==> src/hw/rtl/swhsr_pkg.sv <==
`timescale 1ns / 1ps

package swhsr_pkg;

	// frame layout: four data bytes then a checksum byte, msb first
	localparam int FRAME_BITS = 40;
	localparam int BIT_IDX_W  = 6;
	localparam int EDGE_W     = 8;
	localparam int STATUS_W   = 2;
	localparam int DATA_W     = 32;

	// stream and configuration port widths
	localparam int IN_TDATA_W  = 8;
	localparam int OUT_TDATA_W = 40;
	localparam int CFG_IDX_W   = 3;
	localparam int CFG_DATA_W  = 16;

	// configuration register reset values
	localparam logic [15:0] START_LOW_RST   = 16'd25000;
	localparam logic [7:0]  RELEASE_RST     = 8'd30;
	localparam logic [7:0]  RESP_LOW_RST    = 8'd40;
	localparam logic [7:0]  RESP_HIGH_RST   = 8'd80;
	localparam logic [7:0]  RESP_TAIL_RST   = 8'd50;
	localparam logic [7:0]  SAMPLE_DLY_RST  = 8'd30;
	localparam logic [7:0]  EDGE_TMO_RST    = 8'd100;

	typedef enum logic [CFG_IDX_W-1:0] {
		REG_START_LOW_TICKS    = 3'd0,
		REG_RELEASE_TICKS      = 3'd1,
		REG_RESPONSE_LOW_WAIT  = 3'd2,
		REG_RESPONSE_HIGH_WAIT = 3'd3,
		REG_RESPONSE_TAIL_WAIT = 3'd4,
		REG_BIT_SAMPLE_DELAY   = 3'd5,
		REG_EDGE_TIMEOUT       = 3'd6
	} cfg_idx_t;

	typedef enum logic [STATUS_W-1:0] {
		ST_OK          = 2'd0,
		ST_CHECKSUM    = 2'd1,
		ST_NO_RESPONSE = 2'd2,
		ST_BIT_TIMEOUT = 2'd3
	} status_t;

	typedef enum logic [3:0] {
		PH_IDLE      = 4'd0,
		PH_START_LOW = 4'd1,
		PH_RELEASE   = 4'd2,
		PH_RESP_LOW  = 4'd3,
		PH_RESP_HIGH = 4'd4,
		PH_TAIL      = 4'd5,
		PH_BIT_HIGH  = 4'd6,
		PH_BIT_DELAY = 4'd7,
		PH_BIT_LOW   = 4'd8
	} phase_t;

	typedef struct packed {
		logic [15:0] start_low_ticks;
		logic [7:0]  release_ticks;
		logic [7:0]  response_low_wait;
		logic [7:0]  response_high_wait;
		logic [7:0]  response_tail_wait;
		logic [7:0]  bit_sample_delay;
		logic [7:0]  edge_timeout;
	} cfg_t;

	typedef struct packed {
		logic        drive_low;
		logic        busy_res;
		logic        done_res;
		logic [1:0]  status;
		logic [7:0]  humidity_int;
		logic [7:0]  humidity_dec;
		logic [7:0]  temperature_int;
		logic [7:0]  temperature_dec;
	} res_t;

endpackage

==> src/hw/rtl/single_wire_humidity_sensor_reader.sv <==
`timescale 1ns / 1ps

// single-wire humidity/temperature sensor reader. each request on the s_ side
// is one microsecond sample of the sensor data line plus a start flag, and each
// one yields exactly one request on the m_ side with the line drive, busy,
// done, status and the last complete frame's four data bytes. a start while idle
// pulls the line low for start_low_ticks, releases it for release_ticks,
// checks the sensor's low then high answer, waits out the tail and receives
// 40 bits msb first; the fifth byte must match the 8-bit sum of the first
// four. status: 0 ok, 1 checksum error, 2 no response, 3 bit timeout; a no
// response or timeout keeps the previous data bytes. rate: one sample every
// clock while s_tready is high; the state update is a single pass from the
// state registers into the output register; a one-entry skid stage keeps
// s_tready high for one more sample while m_tready is low. configuration is
// written via cfg_* (always ready); the user must write only while idle, unchecked.
module single_wire_humidity_sensor_reader #(
	parameter int WAIT_WIDTH = 16  // phase timer width, 8 to 32
) (
	input  logic                                 clk,
	input  logic                                 arst_n,
	// sample stream
	input  logic                                 s_tvalid,
	output logic                                 s_tready,
	input  logic [swhsr_pkg::IN_TDATA_W-1:0]     s_tdata,  // [0] line_level, [1] start_request
	// result stream
	output logic                                 m_tvalid,
	input  logic                                 m_tready,
	// [0] drive_low, [1] busy_res, [2] done_res, [4:3] status,
	// [12:5] humidity_int, [20:13] humidity_dec, [28:21] temperature_int,
	// [36:29] temperature_dec, [39:37] zero
	output logic [swhsr_pkg::OUT_TDATA_W-1:0]    m_tdata,
	// configuration writes
	input  logic                                 cfg_valid,
	output logic                                 cfg_ready,
	input  logic [swhsr_pkg::CFG_IDX_W-1:0]      cfg_index,
	input  logic [swhsr_pkg::CFG_DATA_W-1:0]     cfg_data
);
	import swhsr_pkg::*;

	cfg_t cfg;
	res_t res_next;   // result of the sample being accepted
	res_t res_out;    // result at the output register
	logic step;

	// register writes land in the cycle after they are presented
	assign cfg_ready = 1'b1;

	swhsr_cfg u_cfg (
		.clk      (clk),
		.arst_n   (arst_n),
		.wr_valid (cfg_valid),
		.wr_index (cfg_index),
		.wr_data  (cfg_data),
		.cfg      (cfg)
	);

	// state advances only on an accepted sample
	assign step = s_tvalid && s_tready;

	swhsr_fsm #(
		.WAIT_WIDTH (WAIT_WIDTH)
	) u_fsm (
		.clk           (clk),
		.arst_n        (arst_n),
		.step          (step),
		.line_level    (s_tdata[0]),
		.start_request (s_tdata[1]),
		.cfg           (cfg),
		.res           (res_next)
	);

	// output register plus skid entry
	swhsr_out_skid u_out (
		.clk       (clk),
		.arst_n    (arst_n),
		.in_valid  (s_tvalid),
		.in_ready  (s_tready),
		.in_res    (res_next),
		.out_valid (m_tvalid),
		.out_ready (m_tready),
		.out_res   (res_out)
	);

	// pack fields from the lowest bit up
	assign m_tdata = {3'b000,
		res_out.temperature_dec, res_out.temperature_int,
		res_out.humidity_dec, res_out.humidity_int,
		res_out.status, res_out.done_res, res_out.busy_res, res_out.drive_low};

endmodule

==> src/hw/rtl/swhsr_cfg.sv <==
`timescale 1ns / 1ps

module swhsr_cfg (
	input  logic                               clk,
	input  logic                               arst_n,
	input  logic                               wr_valid,
	input  logic [swhsr_pkg::CFG_IDX_W-1:0]    wr_index,
	input  logic [swhsr_pkg::CFG_DATA_W-1:0]   wr_data,
	output swhsr_pkg::cfg_t                    cfg
);
	import swhsr_pkg::*;

	cfg_t cfg_q;

	always_ff @(posedge clk or negedge arst_n) begin
		if (!arst_n) begin
			cfg_q.start_low_ticks    <= START_LOW_RST;
			cfg_q.release_ticks      <= RELEASE_RST;
			cfg_q.response_low_wait  <= RESP_LOW_RST;
			cfg_q.response_high_wait <= RESP_HIGH_RST;
			cfg_q.response_tail_wait <= RESP_TAIL_RST;
			cfg_q.bit_sample_delay   <= SAMPLE_DLY_RST;
			cfg_q.edge_timeout       <= EDGE_TMO_RST;
		end else if (wr_valid) begin
			unique case (cfg_idx_t'(wr_index))
				REG_START_LOW_TICKS:    cfg_q.start_low_ticks    <= wr_data;
				REG_RELEASE_TICKS:      cfg_q.release_ticks      <= wr_data[7:0];
				REG_RESPONSE_LOW_WAIT:  cfg_q.response_low_wait  <= wr_data[7:0];
				REG_RESPONSE_HIGH_WAIT: cfg_q.response_high_wait <= wr_data[7:0];
				REG_RESPONSE_TAIL_WAIT: cfg_q.response_tail_wait <= wr_data[7:0];
				REG_BIT_SAMPLE_DELAY:   cfg_q.bit_sample_delay   <= wr_data[7:0];
				REG_EDGE_TIMEOUT:       cfg_q.edge_timeout       <= wr_data[7:0];
				default: ;
			endcase
		end
	end

	assign cfg = cfg_q;

endmodule

==> src/hw/rtl/swhsr_fsm.sv <==
`timescale 1ns / 1ps

module swhsr_fsm #(
	parameter int WAIT_WIDTH = 16
) (
	input  logic            clk,
	input  logic            arst_n,
	input  logic            step,
	input  logic            line_level,
	input  logic            start_request,
	input  swhsr_pkg::cfg_t cfg,
	output swhsr_pkg::res_t res
);
	import swhsr_pkg::*;

	localparam int CW = (WAIT_WIDTH > 16) ? WAIT_WIDTH : 16;
	localparam logic [WAIT_WIDTH-1:0] WMAX = '1;

	phase_t                  phase_q, phase_d;
	logic [WAIT_WIDTH-1:0]   wait_q, wait_d, wait_inc;
	logic [EDGE_W-1:0]       edge_q, edge_d;
	logic [BIT_IDX_W-1:0]    bit_q, bit_d, bit_inc;
	logic [FRAME_BITS-1:0]   frame_q, frame_d, frame_sh, frame_fin;
	logic [DATA_W-1:0]       data_q, data_d;
	logic [STATUS_W-1:0]     status_q, status_d;
	logic                    done_d;
	logic [15:0]             limit;
	logic                    elapsed, edge_late, bit_last;
	logic [7:0]              sum;

	// shared phase timer, saturating at the counter maximum
	always_comb begin
		wait_inc = (wait_q == WMAX) ? wait_q : wait_q + 1'b1;
		unique case (phase_q)
			PH_START_LOW: limit = cfg.start_low_ticks;
			PH_RELEASE:   limit = 16'(cfg.release_ticks);
			PH_RESP_LOW:  limit = 16'(cfg.response_low_wait);
			PH_RESP_HIGH: limit = 16'(cfg.response_high_wait);
			PH_TAIL:      limit = 16'(cfg.response_tail_wait);
			PH_BIT_DELAY: limit = 16'(cfg.bit_sample_delay);
			default:      limit = '0;
		endcase
		elapsed = (CW'(wait_inc) >= CW'(limit)) || (wait_inc == WMAX);
	end

	// frame bookkeeping and checksum
	always_comb begin
		edge_late = edge_q >= cfg.edge_timeout;
		frame_sh  = {frame_q[FRAME_BITS-2:0], line_level};
		bit_inc   = bit_q + 1'b1;
		bit_last  = 32'(bit_inc) >= 32'(FRAME_BITS);
		frame_fin = (phase_q == PH_BIT_DELAY) ? frame_sh : frame_q;
		sum = frame_fin[39:32] + frame_fin[31:24] + frame_fin[23:16] + frame_fin[15:8];
	end

	// next state
	always_comb begin
		phase_d  = phase_q;
		wait_d   = wait_q;
		edge_d   = edge_q;
		bit_d    = bit_q;
		frame_d  = frame_q;
		data_d   = data_q;
		status_d = status_q;
		done_d   = 1'b0;
		unique case (phase_q)
			PH_IDLE: begin
				if (start_request) begin
					frame_d = '0;
					bit_d   = '0;
					edge_d  = '0;
					wait_d  = '0;
					phase_d = PH_START_LOW;
				end
			end
			PH_START_LOW, PH_RELEASE, PH_TAIL: begin
				wait_d = wait_inc;
				if (elapsed) begin
					wait_d = '0;
					if (phase_q == PH_START_LOW) begin
						phase_d = PH_RELEASE;
					end else if (phase_q == PH_RELEASE) begin
						phase_d = PH_RESP_LOW;
					end else begin
						bit_d   = '0;
						edge_d  = '0;
						phase_d = PH_BIT_HIGH;
					end
				end
			end
			PH_RESP_LOW, PH_RESP_HIGH: begin
				wait_d = wait_inc;
				if (elapsed) begin
					wait_d = '0;
					// expect low first, then high
					if (line_level == (phase_q == PH_RESP_HIGH)) begin
						phase_d = (phase_q == PH_RESP_LOW) ? PH_RESP_HIGH : PH_TAIL;
					end else begin
						phase_d  = PH_IDLE;
						status_d = ST_NO_RESPONSE;
						done_d   = 1'b1;
					end
				end
			end
			PH_BIT_HIGH, PH_BIT_LOW, PH_BIT_DELAY: begin
				if (phase_q == PH_BIT_DELAY && !elapsed) begin
					wait_d = wait_inc;
				end else if (phase_q == PH_BIT_HIGH && line_level) begin
					wait_d  = '0;
					phase_d = PH_BIT_DELAY;
				end else if (phase_q == PH_BIT_DELAY && line_level) begin
					frame_d = frame_sh;
					wait_d  = '0;
					phase_d = PH_BIT_LOW;
				end else if (phase_q == PH_BIT_DELAY || !line_level && phase_q == PH_BIT_LOW) begin
					// bit complete
					if (phase_q == PH_BIT_DELAY) begin
						frame_d = frame_sh;
					end
					bit_d  = bit_inc;
					wait_d = '0;
					if (bit_last) begin
						data_d   = frame_fin[FRAME_BITS-1:8];
						status_d = (sum == frame_fin[7:0]) ? ST_OK : ST_CHECKSUM;
						done_d   = 1'b1;
						phase_d  = PH_IDLE;
					end else begin
						edge_d  = '0;
						phase_d = PH_BIT_HIGH;
					end
				end else if (edge_late) begin
					wait_d   = '0;
					status_d = ST_BIT_TIMEOUT;
					done_d   = 1'b1;
					phase_d  = PH_IDLE;
				end else begin
					edge_d = edge_q + 1'b1;
				end
			end
			default: begin
				wait_d  = '0;
				phase_d = PH_IDLE;
			end
		endcase
	end

	// result fields, taken after this tick's update
	always_comb begin
		res.drive_low       = phase_d == PH_START_LOW;
		res.busy_res        = phase_d != PH_IDLE;
		res.done_res        = done_d;
		res.status          = status_d;
		res.humidity_int    = data_d[31:24];
		res.humidity_dec    = data_d[23:16];
		res.temperature_int = data_d[15:8];
		res.temperature_dec = data_d[7:0];
	end

	always_ff @(posedge clk or negedge arst_n) begin
		if (!arst_n) begin
			phase_q  <= PH_IDLE;
			wait_q   <= '0;
			edge_q   <= '0;
			bit_q    <= '0;
			frame_q  <= '0;
			data_q   <= '0;
			status_q <= '0;
		end else if (step) begin
			phase_q  <= phase_d;
			wait_q   <= wait_d;
			edge_q   <= edge_d;
			bit_q    <= bit_d;
			frame_q  <= frame_d;
			data_q   <= data_d;
			status_q <= status_d;
		end
	end

endmodule

==> src/hw/rtl/swhsr_out_skid.sv <==
`timescale 1ns / 1ps

module swhsr_out_skid (
	input  logic            clk,
	input  logic            arst_n,
	input  logic            in_valid,
	output logic            in_ready,
	input  swhsr_pkg::res_t in_res,
	output logic            out_valid,
	input  logic            out_ready,
	output swhsr_pkg::res_t out_res
);
	import swhsr_pkg::*;

	logic out_valid_q, skid_valid_q;
	res_t out_res_q, skid_res_q;
	logic push, pop;

	assign in_ready = !skid_valid_q;
	assign push     = in_valid && in_ready;
	assign pop      = out_valid_q && out_ready;

	always_ff @(posedge clk or negedge arst_n) begin
		if (!arst_n) begin
			out_valid_q  <= 1'b0;
			skid_valid_q <= 1'b0;
		end else begin
			if (push) begin
				if (!out_valid_q || pop) begin
					out_valid_q <= 1'b1;
				end else begin
					skid_valid_q <= 1'b1;
				end
			end else if (pop) begin
				out_valid_q  <= skid_valid_q;
				skid_valid_q <= 1'b0;
			end
		end
	end

	always_ff @(posedge clk) begin
		if (push) begin
			if (!out_valid_q || pop) begin
				out_res_q <= in_res;
			end else begin
				skid_res_q <= in_res;
			end
		end else if (pop && skid_valid_q) begin
			out_res_q <= skid_res_q;
		end
	end

	assign out_valid = out_valid_q;
	assign out_res   = out_res_q;

endmodule

==> config.mk <==
export PLATFORM = sky130hd
export DESIGN_NAME = single_wire_humidity_sensor_reader
export DESIGN_NICKNAME = d
export VERILOG_FILES = /design/src/hw/rtl/swhsr_pkg.sv /design/src/hw/rtl/single_wire_humidity_sensor_reader.sv /design/src/hw/rtl/swhsr_cfg.sv /design/src/hw/rtl/swhsr_fsm.sv /design/src/hw/rtl/swhsr_out_skid.sv
export SDC_FILE = /design/constraint.sdc
export NUM_CORES = 1
export LEC_CHECK = 0
export BUFFER_PORTS_ARGS = -buffer_cell sky130_fd_sc_hd__buf_4
export CAP_MARGIN = 20
export CORE_ASPECT_RATIO = 0.8
export CORE_MARGIN = 10
export CORE_UTILIZATION = 30
export CTS_CLUSTER_DIAMETER = 60
export DETAILED_ROUTE_END_ITERATION = 6
export HOLD_SLACK_MARGIN = 0.03
export PLACE_DENSITY_LB_ADDON = 0.1
export SYNTH_ARGS = -nofsm -noshare
export SYNTH_HDL_FRONTEND = slang
export SYNTH_HIERARCHICAL = 1
export SYNTH_SLANG_ARGS = --single-unit
==> constraint.sdc <==
create_clock -name clk -period 5.15 [get_ports clk]
set_input_delay 0.7725 -clock clk [delete_from_list [all_inputs] [get_ports clk]]
set_output_delay 0.7725 -clock clk [all_outputs]
set_load 0.03 [all_outputs]
==> results.md <==
- Fin crit share: between 90% and 100%
- Worst vdd ir: roughly 0.26 mV
- DRC: 4
- Root buf cell: clkbuf_16
- Vias in the first global route: approximately 9.2k
- Multi-input logic area: about 6200 um^2
- Clk slew on worst S/H paths: 0.06 ns
- Synth-to-Final Area Change: 21.4%
- IO Pins: 75
- Critical path endpoint category: flop
- Port bufs: 64
- Register area: ~6600 um^2
- Nets: 1,377
- P per Cell Area: 498 nW/um^2
- Leak: a little under 0.007 uW
- # fillers: between 4k and 5k
- Clock buffer depth: 3
- Worst Tran Pin Value: between 0.8 and 0.9 ns
- Vias post-DR: approximately 9.2k
- # hold bufs at CTS: 0
- First drt pass iteration count: 7
- Via-to-Cell Ratio: 4.90
- Final count of hold timing violations: 0
- Gp weighted congestion: between 0.8 and 0.9
- Post-Route Utilization: between 30 and 40%
- Synth Warn #: 6
- Pre-CTS setup slack: -0.269 ns
- HPWL Detailed: approximately 23,000 um
- Number of buffers created by CTS: 34
- CTS tree: yes
- Failing checks: design-rule violations
- RSZ-0062 raised after global routing: true
- Cells after synthesis: between 1k and 1.5k
- Clock net sink count: ~250
- Hold WC Path Type: input pin to async pin
- Final ANT Viol Nets: 0
- Total gr overflow: 0
- Die width: ~250 um
- First-pass GRT wire length: 53,800 um
- Status: finished, violations left
- Reg2Reg Setup Slack: 0.25 ns
- Number of synthesized flops with an enable pin: 74
- Required time of the critical path: 5.41 ns
- CTS H-tree depth: 2
- Initial Util: between 30% and 40%
- Layout Cells excl Fill: 1,881
- Dpl cells: roughly 1.8k
- Initial antenna violation count: 1
- Final Critical Period: between 4 and 5 ns
- Post-route setup slack: roughly 0.25 ns
- Cell depth of the worst flop-to-flop path: 20
- Synth Register Bits: 248
- Skew final: 0.0212 ns
- Core Footprint: between 40,000 and 50,000 um^2
- R2r endpoint: u_out/out_res[32]
- Fraction of layout cells with a size suffix above 1: 27.5%
- Final setup vio count: 0
- Gr usage total: around 13%
- Smallest hold slack: around 0.22 ns
- Routed WL: between 30,000 and 40,000 um
- Relative max-transition margin: 46.0%
- Rows: 68
- Die Y: between 200 and 250 um
- Max-Cap Viols: 0
- Routed len/inst: approximately 18 um
- CP Launch Type: flop
- Sequential area share after synthesis: around half
- Peak Freq: 204 MHz
- Worst skew pair latency: ~0.52 ns
- FF-to-FF Start: u_fsm/phase_q[3]
- Final Max Tran Viols: 0
- CP Class: flop to flop
- DRT iter0 DRCs: 660
- Count of cell types in the netlist: 78
- Predominant post-synthesis flop cell: dfrtp_1
- CP arrival: 5.16 ns
- Tot Pwr: ~8000 uW
- Asr flop ratio synth: between 70% and 80%
- Largest net degree at the start of global routing: ~120
- Mapped cell area: 13,200 um^2
- Die area: roughly 53,000 um^2
- Ant. Diodes: 0
- Worst Path Max Fanout: 5
- Average size of a mapped cell: 11.3 um^2
-- flip-flops by register name, indices dropped and copies added (netlist names) --
signal              count
u_fsm/bit_q             6
u_fsm/phase_q           4
u_fsm/data_q           32
u_fsm/wait_q           16
u_cfg/cfg              64
u_out/out_res          37
u_out/out_valid         1
u_fsm/status_q          2
u_out/skid_res_q       37
u_out/skid_valid_q      1
u_fsm/edge_q            8
u_fsm/frame_q          40
-- layer usage --
| metal | GRT usage, % | up-vias | share of wire, % |
|---|---|---|---|
| li1 | - | 4524 | - |
| met1 | 19.9 | 4499 | 55 |
| met2 | 16.9 | 146 | 40 |
| met3 | 1.93 | 43 | 3.7 |
| met4 | 3.45 | 0 | 2.0 |
| met5 | 0 | - | 0 |
-- worst max-delay path, cell delays in order (launching register included) --
cell and delay, ns:
dfrtp_1 0.40, nor2b_4 0.17, nand3_4 0.15, buf_4 0.18
mux2i_1 0.13, buf_4 0.17, fa_1 0.40, inv_1 0.08
fa_1 0.42, ha_1 0.22, inv_1 0.07, fa_1 0.45
xor2_1 0.16, nand2_1 0.11, a2111oi_4 0.35, buf_4 0.15
o2111ai_1 0.12, or4_4 0.45, nor3_2 0.12, nor2_1 0.07
mux2_4 0.26
-- cells by family (layout without fill, tap and decap cells) --
group | count (synthesis) | in the layout | synth area share (%)
xor gates and xnor gates | 32 | 32 | 2.12
adders and majority gates | 49 | 49 | 5.43
other | 2 | 4 | 0.0567
buffers and inverters | 116 | 258 | 3.99
DFF | 248 | 248 | 49.9
and+or+nand+nor | 326 | 327 | 12.4
muxes | 141 | 141 | 13.0
AOI/OAI and AO/OA | 262 | 262 | 13.1
-- through the flow --
step | instance area [um^2] | TNS [ns]
6_report | 16100 | 0
5_1_grt | 16100 | -0.0636
4_1_cts | 16000 | 0
3_5_place_dp | 14800 | -0.459
3_3_place_gp | 14800 | -0.182
2_1_floorplan | 13300 | 0
-- layout by cell type (no fill, tap or decap), types with 23 or more instances in the layout --
master and instances:
a21oi_1 30, buf_4 148, clkbuf_16 35, dfrtp_1 150, dfstp_2 24, edfxtp_1 74
ha_1 35, inv_1 43, mux2_2 54, mux2_4 47, mux2i_1 36, nand2_1 160
nor2_1 36, o21ai_0 88, o21ai_1 29, o31ai_1 36, xnor2_1 23
-- cell usage after synthesis, types with 9 or more instances --
library cell	number	share of area [%]
mux2i_1	38	2.9
dfrtp_1	150	28
mux2_2	54	4.6
o31ai_1	36	2.0
o21ai_1	29	1.1
a21oi_1	30	1.1
a222oi_1	16	1.2
o21ai_0	88	3.3
nand3_1	21	0.79
edfxtp_1	74	17
mux2_4	47	5.3
dfstp_2	24	4.8
inv_1	43	1.2
nand2b_1	16	0.76
and2_1	17	0.80
xnor2_1	23	1.5
nand2_1	160	4.5
buf_2	14	0.53
ha_1	35	3.3
fa_1	14	2.1
clkbuf_1	44	1.2
nor3_1	16	0.61
nor2_1	36	1.0
xor2_1	9	0.60
a32o_1	12	0.91
and3_1	10	0.47
-- final cells by class --
cell class | instances | share of cell area, %
Multi-Input combinational cell | 815 | 38.7
Tap cell | 560 | 4.36
Clock inverter | 16 | 1.30
Timing Repair Buffer | 154 | 7.61
Inverter | 43 | 1.00
Sequential cell | 248 | 41.1
Clock buffer | 45 | 5.87
-- repair_timing --
action,CTS,global route
cloned,0,1
gates resized for setup,5,8
endpoints found under the hold margin,0,0
setup buffers,0,5
pin swaps,0,3
setup endpoints to repair,3,4
-- how the worst max path moves through the flow --
stage	startpoint	slack, ns	endpoint
after detailed placement	u_fsm/phase_q[3]	-0.27	u_out/out_res[32]
after floorplan	u_fsm/phase_q[1]	0.02	u_out/out_res[32]
after global routing	u_fsm/phase_q[3]	-0.06	u_out/out_res[32]
after global placement	u_fsm/phase_q[3]	-0.15	u_out/out_res[32]
final	u_fsm/phase_q[3]	0.25	u_out/out_res[32]
after CTS	u_fsm/phase_q[3]	0.003	u_out/out_res[32]
-- power by group --
part           switching [uW]  leakage (uW)  internal, uW  total (uW)
registers                 184       0.00293          2440        2630
logic                    1750       0.00335          1200        2940
clock network             919      0.000556          1500        2420
Power figures use the tool's default switching activity.
